$ cat src/rtl/core/double_ended_queue_core_defines.svh
// Assertion macros shared by the deque core.
`ifndef DOUBLE_ENDED_QUEUE_CORE_DEFINES_SVH
`define DOUBLE_ENDED_QUEUE_CORE_DEFINES_SVH

// Same-cycle implication, checked on every rising edge outside reset.
`define DEQ_ASSERT_IMPL(label, clk, rst, ante, cons, msg) \
  label: assert property (@(posedge clk) disable iff (rst) (ante) |-> (cons)) \
    else $error(msg);

// Next-cycle implication, checked on every rising edge outside reset.
`define DEQ_ASSERT_NEXT(label, clk, rst, ante, cons, msg) \
  label: assert property (@(posedge clk) disable iff (rst) (ante) |=> (cons)) \
    else $error(msg);

`endif

$ cat src/rtl/core/deq_pkg.sv
// Types and codes shared by the deque core and its cells.
`timescale 1ns / 1ps

package deq_pkg;

  localparam int unsigned DATA_W = 32;
  localparam int unsigned OP_W   = 3;
  localparam int unsigned ERR_W  = 2;

  // Request codes carried in the op field.
  typedef enum logic [OP_W-1:0] {
    OP_PUSH_BACK  = 3'd0,
    OP_PUSH_FRONT = 3'd1,
    OP_POP_FRONT  = 3'd2,
    OP_POP_BACK   = 3'd3,
    OP_SEARCH     = 3'd4
  } deq_op_t;

  // Error codes reported with each result.
  typedef enum logic [ERR_W-1:0] {
    ERR_NONE  = 2'd0,
    ERR_EMPTY = 2'd1,
    ERR_FULL  = 2'd2
  } deq_err_t;

  // Per-cycle command broadcast to every cell of the row.
  typedef struct packed {
    logic shift_back;   // every cell takes its front neighbor's entry
    logic shift_front;  // every cell takes its back neighbor's entry
    logic append;       // the first free cell loads the request value
  } deq_ctrl_t;

endpackage

$ cat src/rtl/core/deq_if.sv
// Valid/ready channel interfaces for deque requests and results.
`timescale 1ns / 1ps

// Request channel: op code and value.
interface deq_in_if;
  logic                      valid;
  logic                      ready;
  logic [2:0]                op;
  logic signed [31:0]        value;

  modport source (output valid, output op, output value, input ready);
  modport sink   (input valid, input op, input value, output ready);
endinterface

// Result channel: contents summary after each transaction.
interface deq_out_if #(
  parameter int COUNT_W = 5
);
  logic                      valid;
  logic                      ready;
  logic signed [31:0]        front_value;
  logic signed [31:0]        back_value;
  logic [COUNT_W-1:0]        count;
  logic                      empty_res;
  logic                      found;
  logic [1:0]                error;

  modport source (output valid, output front_value, output back_value, output count,
                  output empty_res, output found, output error, input ready);
  modport sink   (input valid, input front_value, input back_value, input count,
                  input empty_res, input found, input error, output ready);
endinterface

$ cat src/rtl/core/deq_cell.sv
// One storage cell of the deque row: holds one entry and trades it with its neighbors.
`timescale 1ns / 1ps

module deq_cell #(
  parameter int IDX     = 0,
  parameter int COUNT_W = 5
) (
  input  logic                      clk,
  input  deq_pkg::deq_ctrl_t        ctrl,
  input  logic [COUNT_W-1:0]        count,
  input  logic signed [31:0]        value,
  input  logic signed [31:0]        prev_data,
  input  logic signed [31:0]        next_data,
  output logic signed [31:0]        data,
  output logic                      match,
  output logic signed [31:0]        tail_data
);
  import deq_pkg::*;

  logic held;
  logic is_tail;
  logic is_free_head;

  // Position of this cell relative to the current fill level.
  assign held         = count > COUNT_W'(IDX);
  assign is_tail      = count == COUNT_W'(IDX + 1);
  assign is_free_head = count == COUNT_W'(IDX);

  // Entry update: shift along the row or load the value at the back.
  always_ff @(posedge clk) begin
    priority if (ctrl.shift_back) begin
      data <= prev_data;
    end else if (ctrl.shift_front) begin
      data <= next_data;
    end else if (ctrl.append && is_free_head) begin
      data <= value;
    end else begin
      data <= data;
    end
  end

  // Local compare for searches and masked entry for the back-value select.
  assign match     = held && (data == value);
  assign tail_data = is_tail ? data : '0;

endmodule

$ cat src/rtl/core/double_ended_queue_core.sv
// Top level of the deque: a row of cells with front at cell zero, plus the result register.
//
//   channel   dir   fields
//   req       in    op, value
//   rsp       out   front_value, back_value, count, empty_res, found, error
//
// One request is taken per cycle; each transaction updates the cell row in the cycle it
// is accepted and its result appears on rsp in the next cycle.
// A result stalled on rsp holds the request side off until it is taken; taking it and
// accepting a new request may happen in the same cycle.
// Reset clears the fill count and the result valid; cell contents need no reset.
`timescale 1ns / 1ps

module double_ended_queue_core #(
  parameter int DEPTH = 16
) (
  input  logic      clk,
  input  logic      rst,
  deq_in_if.sink    req,
  deq_out_if.source rsp
);
  import deq_pkg::*;
  `include "double_ended_queue_core_defines.svh"

  localparam int CW = $clog2(DEPTH + 1);

  logic [CW-1:0]           cnt;
  logic [CW-1:0]           cnt_next;
  logic                    rsp_valid;
  logic                    found;
  logic                    found_next;
  deq_err_t                error;
  deq_err_t                error_next;
  deq_ctrl_t               ctrl;
  deq_op_t                 op;
  logic                    accept;
  logic                    is_full;
  logic                    row_empty;
  logic signed [31:0]      cell_data [DEPTH];
  logic signed [31:0]      cell_tail [DEPTH];
  logic [DEPTH-1:0]        cell_match;
  logic signed [31:0]      back_sel;

  // A new request may enter unless an untaken result is waiting.
  assign req.ready = !rsp_valid || rsp.ready;
  assign accept    = req.valid && req.ready;
  assign op        = deq_op_t'(req.op);
  assign is_full   = cnt == CW'(DEPTH);
  assign row_empty = cnt == '0;

  // Decode the request into a row command, next count and status.
  always_comb begin
    ctrl       = '0;
    cnt_next   = cnt;
    found_next = 1'b0;
    error_next = ERR_NONE;
    unique case (op)
      OP_PUSH_BACK: begin
        if (is_full) begin
          error_next = ERR_FULL;
        end else begin
          ctrl.append = 1'b1;
          cnt_next    = cnt + 1'b1;
        end
      end
      OP_PUSH_FRONT: begin
        if (is_full) begin
          error_next = ERR_FULL;
        end else begin
          ctrl.shift_back = 1'b1;
          cnt_next        = cnt + 1'b1;
        end
      end
      OP_POP_FRONT: begin
        if (row_empty) begin
          error_next = ERR_EMPTY;
        end else begin
          ctrl.shift_front = 1'b1;
          cnt_next         = cnt - 1'b1;
        end
      end
      OP_POP_BACK: begin
        if (row_empty) begin
          error_next = ERR_EMPTY;
        end else begin
          cnt_next = cnt - 1'b1;
        end
      end
      OP_SEARCH: begin
        found_next = |cell_match;
      end
      default: begin
      end
    endcase
    if (!accept) begin
      ctrl = '0;
    end
  end

  // The row of cells; cell zero takes the request value on a front push.
  for (genvar i = 0; i < DEPTH; i++) begin : g_cell
    logic signed [31:0] prev_d;
    logic signed [31:0] next_d;
    if (i == 0) begin : g_first
      assign prev_d = req.value;
    end else begin : g_mid
      assign prev_d = cell_data[i-1];
    end
    if (i == DEPTH - 1) begin : g_last
      assign next_d = '0;
    end else begin : g_inner
      assign next_d = cell_data[i+1];
    end
    deq_cell #(
      .IDX     (i),
      .COUNT_W (CW)
    ) u_cell (
      .clk       (clk),
      .ctrl      (ctrl),
      .count     (cnt),
      .value     (req.value),
      .prev_data (prev_d),
      .next_data (next_d),
      .data      (cell_data[i]),
      .match     (cell_match[i]),
      .tail_data (cell_tail[i])
    );
  end

  // Only the back cell drives its entry, so an OR picks the back value.
  always_comb begin
    back_sel = '0;
    for (int i = 0; i < DEPTH; i++) begin
      back_sel = back_sel | cell_tail[i];
    end
  end

  // Fill count and result register.
  always_ff @(posedge clk) begin
    if (rst) begin
      cnt       <= '0;
      rsp_valid <= 1'b0;
    end else begin
      if (accept) begin
        cnt       <= cnt_next;
        rsp_valid <= 1'b1;
      end else if (rsp.ready) begin
        rsp_valid <= 1'b0;
      end
    end
  end

  always_ff @(posedge clk) begin
    if (accept) begin
      found <= found_next;
      error <= error_next;
    end
  end

  // Result fields follow the state left by the last accepted request.
  assign rsp.valid       = rsp_valid;
  assign rsp.front_value = row_empty ? '0 : cell_data[0];
  assign rsp.back_value  = back_sel;
  assign rsp.count       = cnt;
  assign rsp.empty_res   = row_empty;
  assign rsp.found       = found;
  assign rsp.error       = error;

  // Checks on the fill count and on the status it reports.
  `DEQ_ASSERT_IMPL(a_count_range, clk, rst, 1'b1, cnt <= CW'(DEPTH),
                   "fill count exceeds depth")
  `DEQ_ASSERT_NEXT(a_push_grows, clk, rst,
                   accept && !is_full && (op == OP_PUSH_BACK || op == OP_PUSH_FRONT),
                   cnt == CW'($past(cnt) + 1'b1), "accepted push did not grow count")
  `DEQ_ASSERT_IMPL(a_full_err, clk, rst, rsp_valid && error == ERR_FULL,
                   cnt == CW'(DEPTH), "full error reported while not full")
  `DEQ_ASSERT_IMPL(a_found_nonempty, clk, rst, rsp_valid && found, !row_empty,
                   "search hit reported on an empty queue")

endmodule

$ cat src/flat_wrapper.sv
// flat-port wrapper written by rule: the top's interface ports become plain ports
module double_ended_queue_core_flat import deq_pkg::*;
#(
  parameter int DEPTH = 16
)
  (clk, rst, req_valid, req_op, req_value, req_ready, rsp_valid, rsp_front_value, rsp_back_value, rsp_count, rsp_empty_res, rsp_found, rsp_error, rsp_ready);
  deq_in_if req_i ();
  deq_out_if #(.COUNT_W(5)) rsp_i ();
  input  logic clk;
  input  logic rst;
  input wire logic [$bits(req_i.valid)-1:0] req_valid;
  input wire logic [$bits(req_i.op)-1:0] req_op;
  input wire logic [$bits(req_i.value)-1:0] req_value;
  output wire logic [$bits(req_i.ready)-1:0] req_ready;
  output wire logic [$bits(rsp_i.valid)-1:0] rsp_valid;
  output wire logic [$bits(rsp_i.front_value)-1:0] rsp_front_value;
  output wire logic [$bits(rsp_i.back_value)-1:0] rsp_back_value;
  output wire logic [$bits(rsp_i.count)-1:0] rsp_count;
  output wire logic [$bits(rsp_i.empty_res)-1:0] rsp_empty_res;
  output wire logic [$bits(rsp_i.found)-1:0] rsp_found;
  output wire logic [$bits(rsp_i.error)-1:0] rsp_error;
  input wire logic [$bits(rsp_i.ready)-1:0] rsp_ready;
  assign req_i.valid = req_valid;
  assign req_i.op = req_op;
  assign req_i.value = req_value;
  assign req_ready = req_i.ready;
  assign rsp_valid = rsp_i.valid;
  assign rsp_front_value = rsp_i.front_value;
  assign rsp_back_value = rsp_i.back_value;
  assign rsp_count = rsp_i.count;
  assign rsp_empty_res = rsp_i.empty_res;
  assign rsp_found = rsp_i.found;
  assign rsp_error = rsp_i.error;
  assign rsp_i.ready = rsp_ready;
  double_ended_queue_core #(.DEPTH(DEPTH)) u_core (.clk(clk), .rst(rst), .req(req_i), .rsp(rsp_i));
endmodule
$ cat config.mk
export PLATFORM = sky130hd
export DESIGN_NAME = double_ended_queue_core_flat
export DESIGN_NICKNAME = d
export VERILOG_FILES = /design/src/rtl/core/deq_pkg.sv /design/src/rtl/core/deq_if.sv /design/src/rtl/core/deq_cell.sv /design/src/rtl/core/double_ended_queue_core.sv /design/src/flat_wrapper.sv
export VERILOG_INCLUDE_DIRS = /design/src /design/src/rtl/core
export SDC_FILE = /design/constraint.sdc
export NUM_CORES = 2
export LEC_CHECK = 0
export BUFFER_PORTS_ARGS = -buffer_cell sky130_fd_sc_hd__buf_2
export CORE_ASPECT_RATIO = 0.9
export CORE_UTILIZATION = 42
export DETAILED_ROUTE_END_ITERATION = 10
export PLACE_DENSITY_LB_ADDON = 0.2
export SLEW_MARGIN = 0
export SYNTH_ARGS = -nofsm -noshare
export SYNTH_HDL_FRONTEND = slang
export SYNTH_HIERARCHICAL = 1
export SYNTH_SLANG_ARGS = --single-unit
$ cat constraint.sdc
create_clock -name clk -period 9.5 [get_ports clk]
set_input_delay 1.9 -clock clk [delete_from_list [all_inputs] [get_ports clk]]
set_output_delay 1.9 -clock clk [all_outputs]
set_load 0.01 [all_outputs]
======== After elaboration in Yosys (flattened, before gate mapping) ========
Cells that the tools add are included.
cells by class
  add/sub/neg operators ................... 2
  order comparisons ....................... 16
  equality and inequality tests ........... 38
  multiplexer cells ....................... 79
  bitwise gates (word level) .............. 15
  reductions and logical operators ........ 59
operator list
  kind                   count
  $mux W32               65
  $eq A32 B32 Y1         16
  $or A32 B32 Y32        15
  $reduce_bool A3 Y1     16
  $eq A5 B4 Y1 const B   8
  $gt A5 B4 Y1 const B   8
  $logic_and A1 B1 Y1    33
  $eq A5 B3 Y1 const B   4
  $gt A5 B3 Y1 const B   4
  $reduce_or A16 Y1      1
  $eq A5 B2 Y1 const B   2
  $gt A5 B1 Y1 const B   2
  $gt A5 B2 Y1 const B   2
  $mux W5                2
  $pmux W5 S2            1
  $mux W1                8
  $eq A3 B2 Y1 const B   2
  $add A5 B1 Y5 const B  1
  $eq A5 B1 Y1 const B   1
  $eq A5 B5 Y1 const B   1
  $logic_not A5 Y1       1
  $sub A5 B1 Y5 const B  1
  $ne A2 B2 Y1 const B   2
  $pmux W2 S2            1
  10 further kinds       12
word-level totals
  register bits ........................... 521
  bits of input ports ..................... 39
  word-level logic and storage cells ...... 229

======== Longest topological paths before layout ========
  word-level depth ........................ 17
  mapped depth ............................ 8

======== Cells and area by module ========
The synthesis kept the hierarchy.
by module, submodules not included
  module                                   instances  cells each  area an instance (µm²)  seq. area each (µm²)
  deq_cell (u_core.g_cell[11].u_cell ...)  2          223         2,227.1                 960.9
  deq_cell (u_core.g_cell[5].u_cell)       1          225         2,253.4                 960.9
  deq_cell (u_core.g_cell[0].u_cell)       1          223         2,247.2                 960.9
  deq_cell (u_core.g_cell[9].u_cell)       1          224         2,245.9                 960.9
  deq_cell (u_core.g_cell[3].u_cell)       1          226         2,244.7                 960.9
  deq_cell (u_core.g_cell[1].u_cell)       1          221         2,238.4                 960.9
  deq_cell (u_core.g_cell[13].u_cell)      1          223         2,237.1                 960.9
  deq_cell (u_core.g_cell[6].u_cell)       1          225         2,234.6                 960.9
  deq_cell (u_core.g_cell[10].u_cell)      1          225         2,232.1                 960.9
  deq_cell (u_core.g_cell[14].u_cell)      1          222         2,224.6                 960.9
  deq_cell (u_core.g_cell[15].u_cell)      1          223         2,222.1                 960.9
  deq_cell (u_core.g_cell[2].u_cell)       1          223         2,214.6                 960.9
  deq_cell (u_core.g_cell[7].u_cell)       1          223         2,213.4                 960.9
  deq_cell (u_core.g_cell[12].u_cell)      1          223         2,210.9                 960.9
  2 more rows                              --         --          --                      --

======== Worst setup path after synthesis ========
Ideal clock, no wire load.
  kind .................................... input -> register
  start ................................... in rsp_ready
  end ..................................... reg u_core.g_cell[13].u_cell.data[0] (enable)
  setup time .............................. 0.511 ns
  data arrival time ....................... 6.577 ns
  required time ........................... 8.989 ns
  path slack .............................. 2.413 ns
  stages on the path ...................... 5
  buffers on the path ..................... 0
  cells stage by stage .................... nand2b_1 > nand2_1 > nor3_1 > nand2_1 > o41ai_1
RTL lines
  what                  RTL line            text
  start, declared       flat_wrapper.sv:22  input wire logic [$bits(rsp_i.ready)-1:0] rsp_ready;
  end signal, assigned  deq_cell.sv:32      data <= prev_data;
  end signal, assigned  deq_cell.sv:34      data <= next_data;
  end signal, assigned  deq_cell.sv:36      data <= value;
  end, declared         deq_cell.sv:14      output logic signed [31:0] data,

==> metrics.md <==
| Metric | Value |
|---|---|
| Synth Area in Adders | `0.154%` |
| GP Congestion | `0.995` |
| Crit path largest cell delay | `730 ps` |
| Vias per inst | `6.14` |
| Worst Hold Class | `flip-flop to flip-flop` |
| Vias in the first global route | `28700` |
| Drt wl/cell | `28.0 um` |
| Delay-heaviest family, CP | `simple AND/OR/NAND/NOR gates` |
| Syn Area/Cell | `9.78 sq um` |
| Iter 0 DRT Violations | `4314` |
| Endpoints failing setup | `0` |
| Core footprint | `88000 sq um` |
| Synth warn | `6` |
| Max VDD drop | `0.000147 V` |
| Largest family of logic cells by synthesized area | `simple AND/OR/NAND/NOR gates` |
| Post-layout util | `46.7%` |
| Die height | `285 um` |
| Sink Count | `521` |
| Initial antenna violation count | `4` |
| Max frequency | `165 MHz` |
| Clk buf depth | `3` |
| Post_cts resized | `0` |
| Max-cap viol count | `0` |
| Total CTS buffers | `61` |
| Tmin final | `6070 ps` |
| Worst path bufs/invs | `3` |
| Complex-gate fraction of the synthesized area | `7.63%` |
| Slowest stage cell, crit path | `nor4_1` |
| Largest net degree at the start of global routing | `260` |
| Worst-path clk slew | `60 ps` |
| IO buf count | `113` |
| CP most frequent cell | `buf_4` |
| Die width | `317 um` |
| CP endpoint kind | `output pin` |
| Status | `finished clean` |
| Post-Syn Area | `37500 sq um` |
| Final Slew Violations | `0` |
| Post-synthesis xor/xnor area fraction | `12.1%` |
| Critical path arrival | `4170 ps` |
| DR pass1 iterations | `5` |
| Async SR Flop Fraction | `0%` |
| Clock root buffer | `clkbuf_16` |
| Die area | `90400 sq um` |
| Unrepaired setup endpoints after global routing | `no` |
| Gr ovfl total | `0` |
| Ys flop type | `edfxtp_1` |
| Post-route DRC | `0` |
| CTS tree | `yes` |
| First-pass GRT wire length | `204 mm` |
| Syn-to-layout area delta | `9.78%` |
| Synth Area in Simple Gates | `21.8%` |
| Share of layout cells above drive strength 1 | `8.41%` |
| Clk_skew | `25.0 ps` |
| Synth Instances | `3832` |
| Seq cells post-synth | `521` |
| Mux share of post-synthesis cell area | `13.7%` |
| Final net count | `3926` |
| Leakage power | `0.0133 uW` |
| Detailed placement HPWL | `101 mm` |
| Setup Crit Path Kind | `flip-flop to output pin` |
| Antenna-violating nets left | `0` |
| Reg-to-reg slack, setup | `5160 ps` |
| Buffers inserted by post-CTS timing repair | `0` |
| Initial core utilization | `42.6%` |
| Number of I/O pins | `114` |
| Least-Margin Pin Slew | `1210 ps` |
| Post-synthesis cell type count | `64` |
| Setup crit start kind | `flip-flop` |
| Hold Violations, Final | `0` |
| Pwr Density | `143 nW/um^2` |
| Crit path max fanout | `49` |
| Final WL | `143 mm` |
| Clock Latency Late Sink | `660 ps` |
| WP data required | `7600 ps` |
| H-tree depth | `2` |
| Via count | `31300` |
| Rel. slew slack | `18.6%` |
| Num rows | `103` |
| Setup Total Neg Slack | `0 ps` |
| Register area share after synthesis | `41.6%` |
| Post-synth EDFFs | `515` |
| Hold-fix buffers, CTS | `0` |
| Crit path cell chain | `buf_4 -> nor2_1 -> and4b_1 -> buf_4 -> and2_1 -> nor4_1 -> nand4_1 -> buf_2` |
| Period Utilization, post-route | `63.9%` |
| Gr usage total | `30.6%` |
-- worst min-delay path: stages (launching register included) --
cell and delay (ps):
dfxtp_1 310, nand2b_1 170, a21oi_1 90
-- cells in the mapped netlist, types with 17 or more instances --
master	instances	share of area, %
nor4_2	20	0.67
nand3_1	19	0.25
o21ai_1	44	0.59
clkbuf_1	151	1.5
edfxtp_1	515	41
buf_4	28	0.56
and2_1	414	6.9
and3_1	98	1.6
xnor2_1	74	1.7
nand4_1	68	1.1
xor2_1	440	10
o21ai_0	472	6.3
nor2b_1	32	0.53
buf_2	45	0.60
nand2_1	529	5.3
nor4_1	233	3.9
mux2i_1	512	14
nor2_1	17	0.17
-- per-stage QoR --
step	area, sq um	hold WS [ps]	total power, uW	std cells	setup slack [ps]
after floorplan	37600	573	3220	3863	2410
after global placement	39300	605	3650	4975	3950
after detailed placement	39300	605	3660	4975	3930
after CTS	41100	615	5880	5091	3480
after global routing	41100	643	6050	5091	3380
final	41100	620	5890	5092	3430
-- flip-flops by register name, indices dropped and copies added, names as in the netlist --
register / flops
u_core/rsp.count: 5
u_core/rsp.error: 2
u_core/rsp.found: 1
u_core/rsp.valid: 1
u_core/g_cell.u_cell/data: 512
-- layout by cell type (no fill, tap or decap), drive strengths merged, types with 3 or more instances in the layout --
master / netlist / routed
dfxtp: 6 / 6
o31ai: 5 / 5
o21ai: 516 / 516
xnor2: 76 / 76
nor2b: 32 / 32
buf: 83 / 193
or4: 5 / 5
nand4: 68 / 68
nor3b: 4 / 4
mux2i: 512 / 512
and3: 98 / 98
nand2: 530 / 530
conb: 1 / 32
and2: 416 / 416
nor2: 19 / 19
nor4b: 4 / 4
edfxtp: 515 / 515
nor3: 18 / 18
clkbuf: 153 / 81
a21oi: 10 / 10
nand3: 19 / 19
a211o: 4 / 4
clkinv: 0 / 33
a311o: 4 / 4
inv: 6 / 7
nor4: 255 / 255
nand2b: 5 / 5
ha: 3 / 3
xor2: 440 / 440
-- worst paths after layout --
check,start,to,cells past startpoint
setup reg to reg,u_core/rsp.count[3],u_core/g_cell[10].u_cell/data[7],7
hold reg to reg,u_core/rsp.valid,u_core/rsp.valid,2
hold / removal,u_core/rsp.valid,u_core/rsp.valid,2
setup / recovery,u_core/rsp.count[0],rsp_back_value[9],8
-- cell families (layout without fill, tap and decap cells) --
logic type	Yosys count	after routing
AO/OA/AOI/OAI	551	551
buffers and inverters	242	315
other	1	33
adder cells (fa/ha/maj)	4	4
multiplexers	512	512
XOR/XNOR	516	516
AND/OR/NAND/NOR	1485	1485
flip-flops	521	521
-- routing by layer --
| layer | share of wire [%] | track usage (%) | vias to the layer above |
|---|---|---|---|
| li1 | - | - | 13900 |
| met1 | 43 | 45.6 | 15600 |
| met2 | 42 | 43.2 | 1591 |
| met3 | 11 | 7.73 | 162 |
| met4 | 2.8 | 8.46 | 0 |
| met5 | 0 | 0 | - |
-- final cells by class --
cell class | count | area [sq um]
flip-flops and latches | 521 | 15600
multi-input cells | 3100 | 21000
fillers | 8473 | 46900
clock buffers | 81 | 1600
repair buffers | 193 | 1280
well taps | 1155 | 1450
inverters | 6 | 22.5
diodes | 1 | 2.50
clock inverters | 35 | 199
-- report_power, final --
part	switching [uW]	leakage, uW	internal (uW)
Combinational	629	0.00769	283
Clock	1030	0.000877	1200
Sequential	108	0.00474	2640
Power figures use the tool's default switching activity.
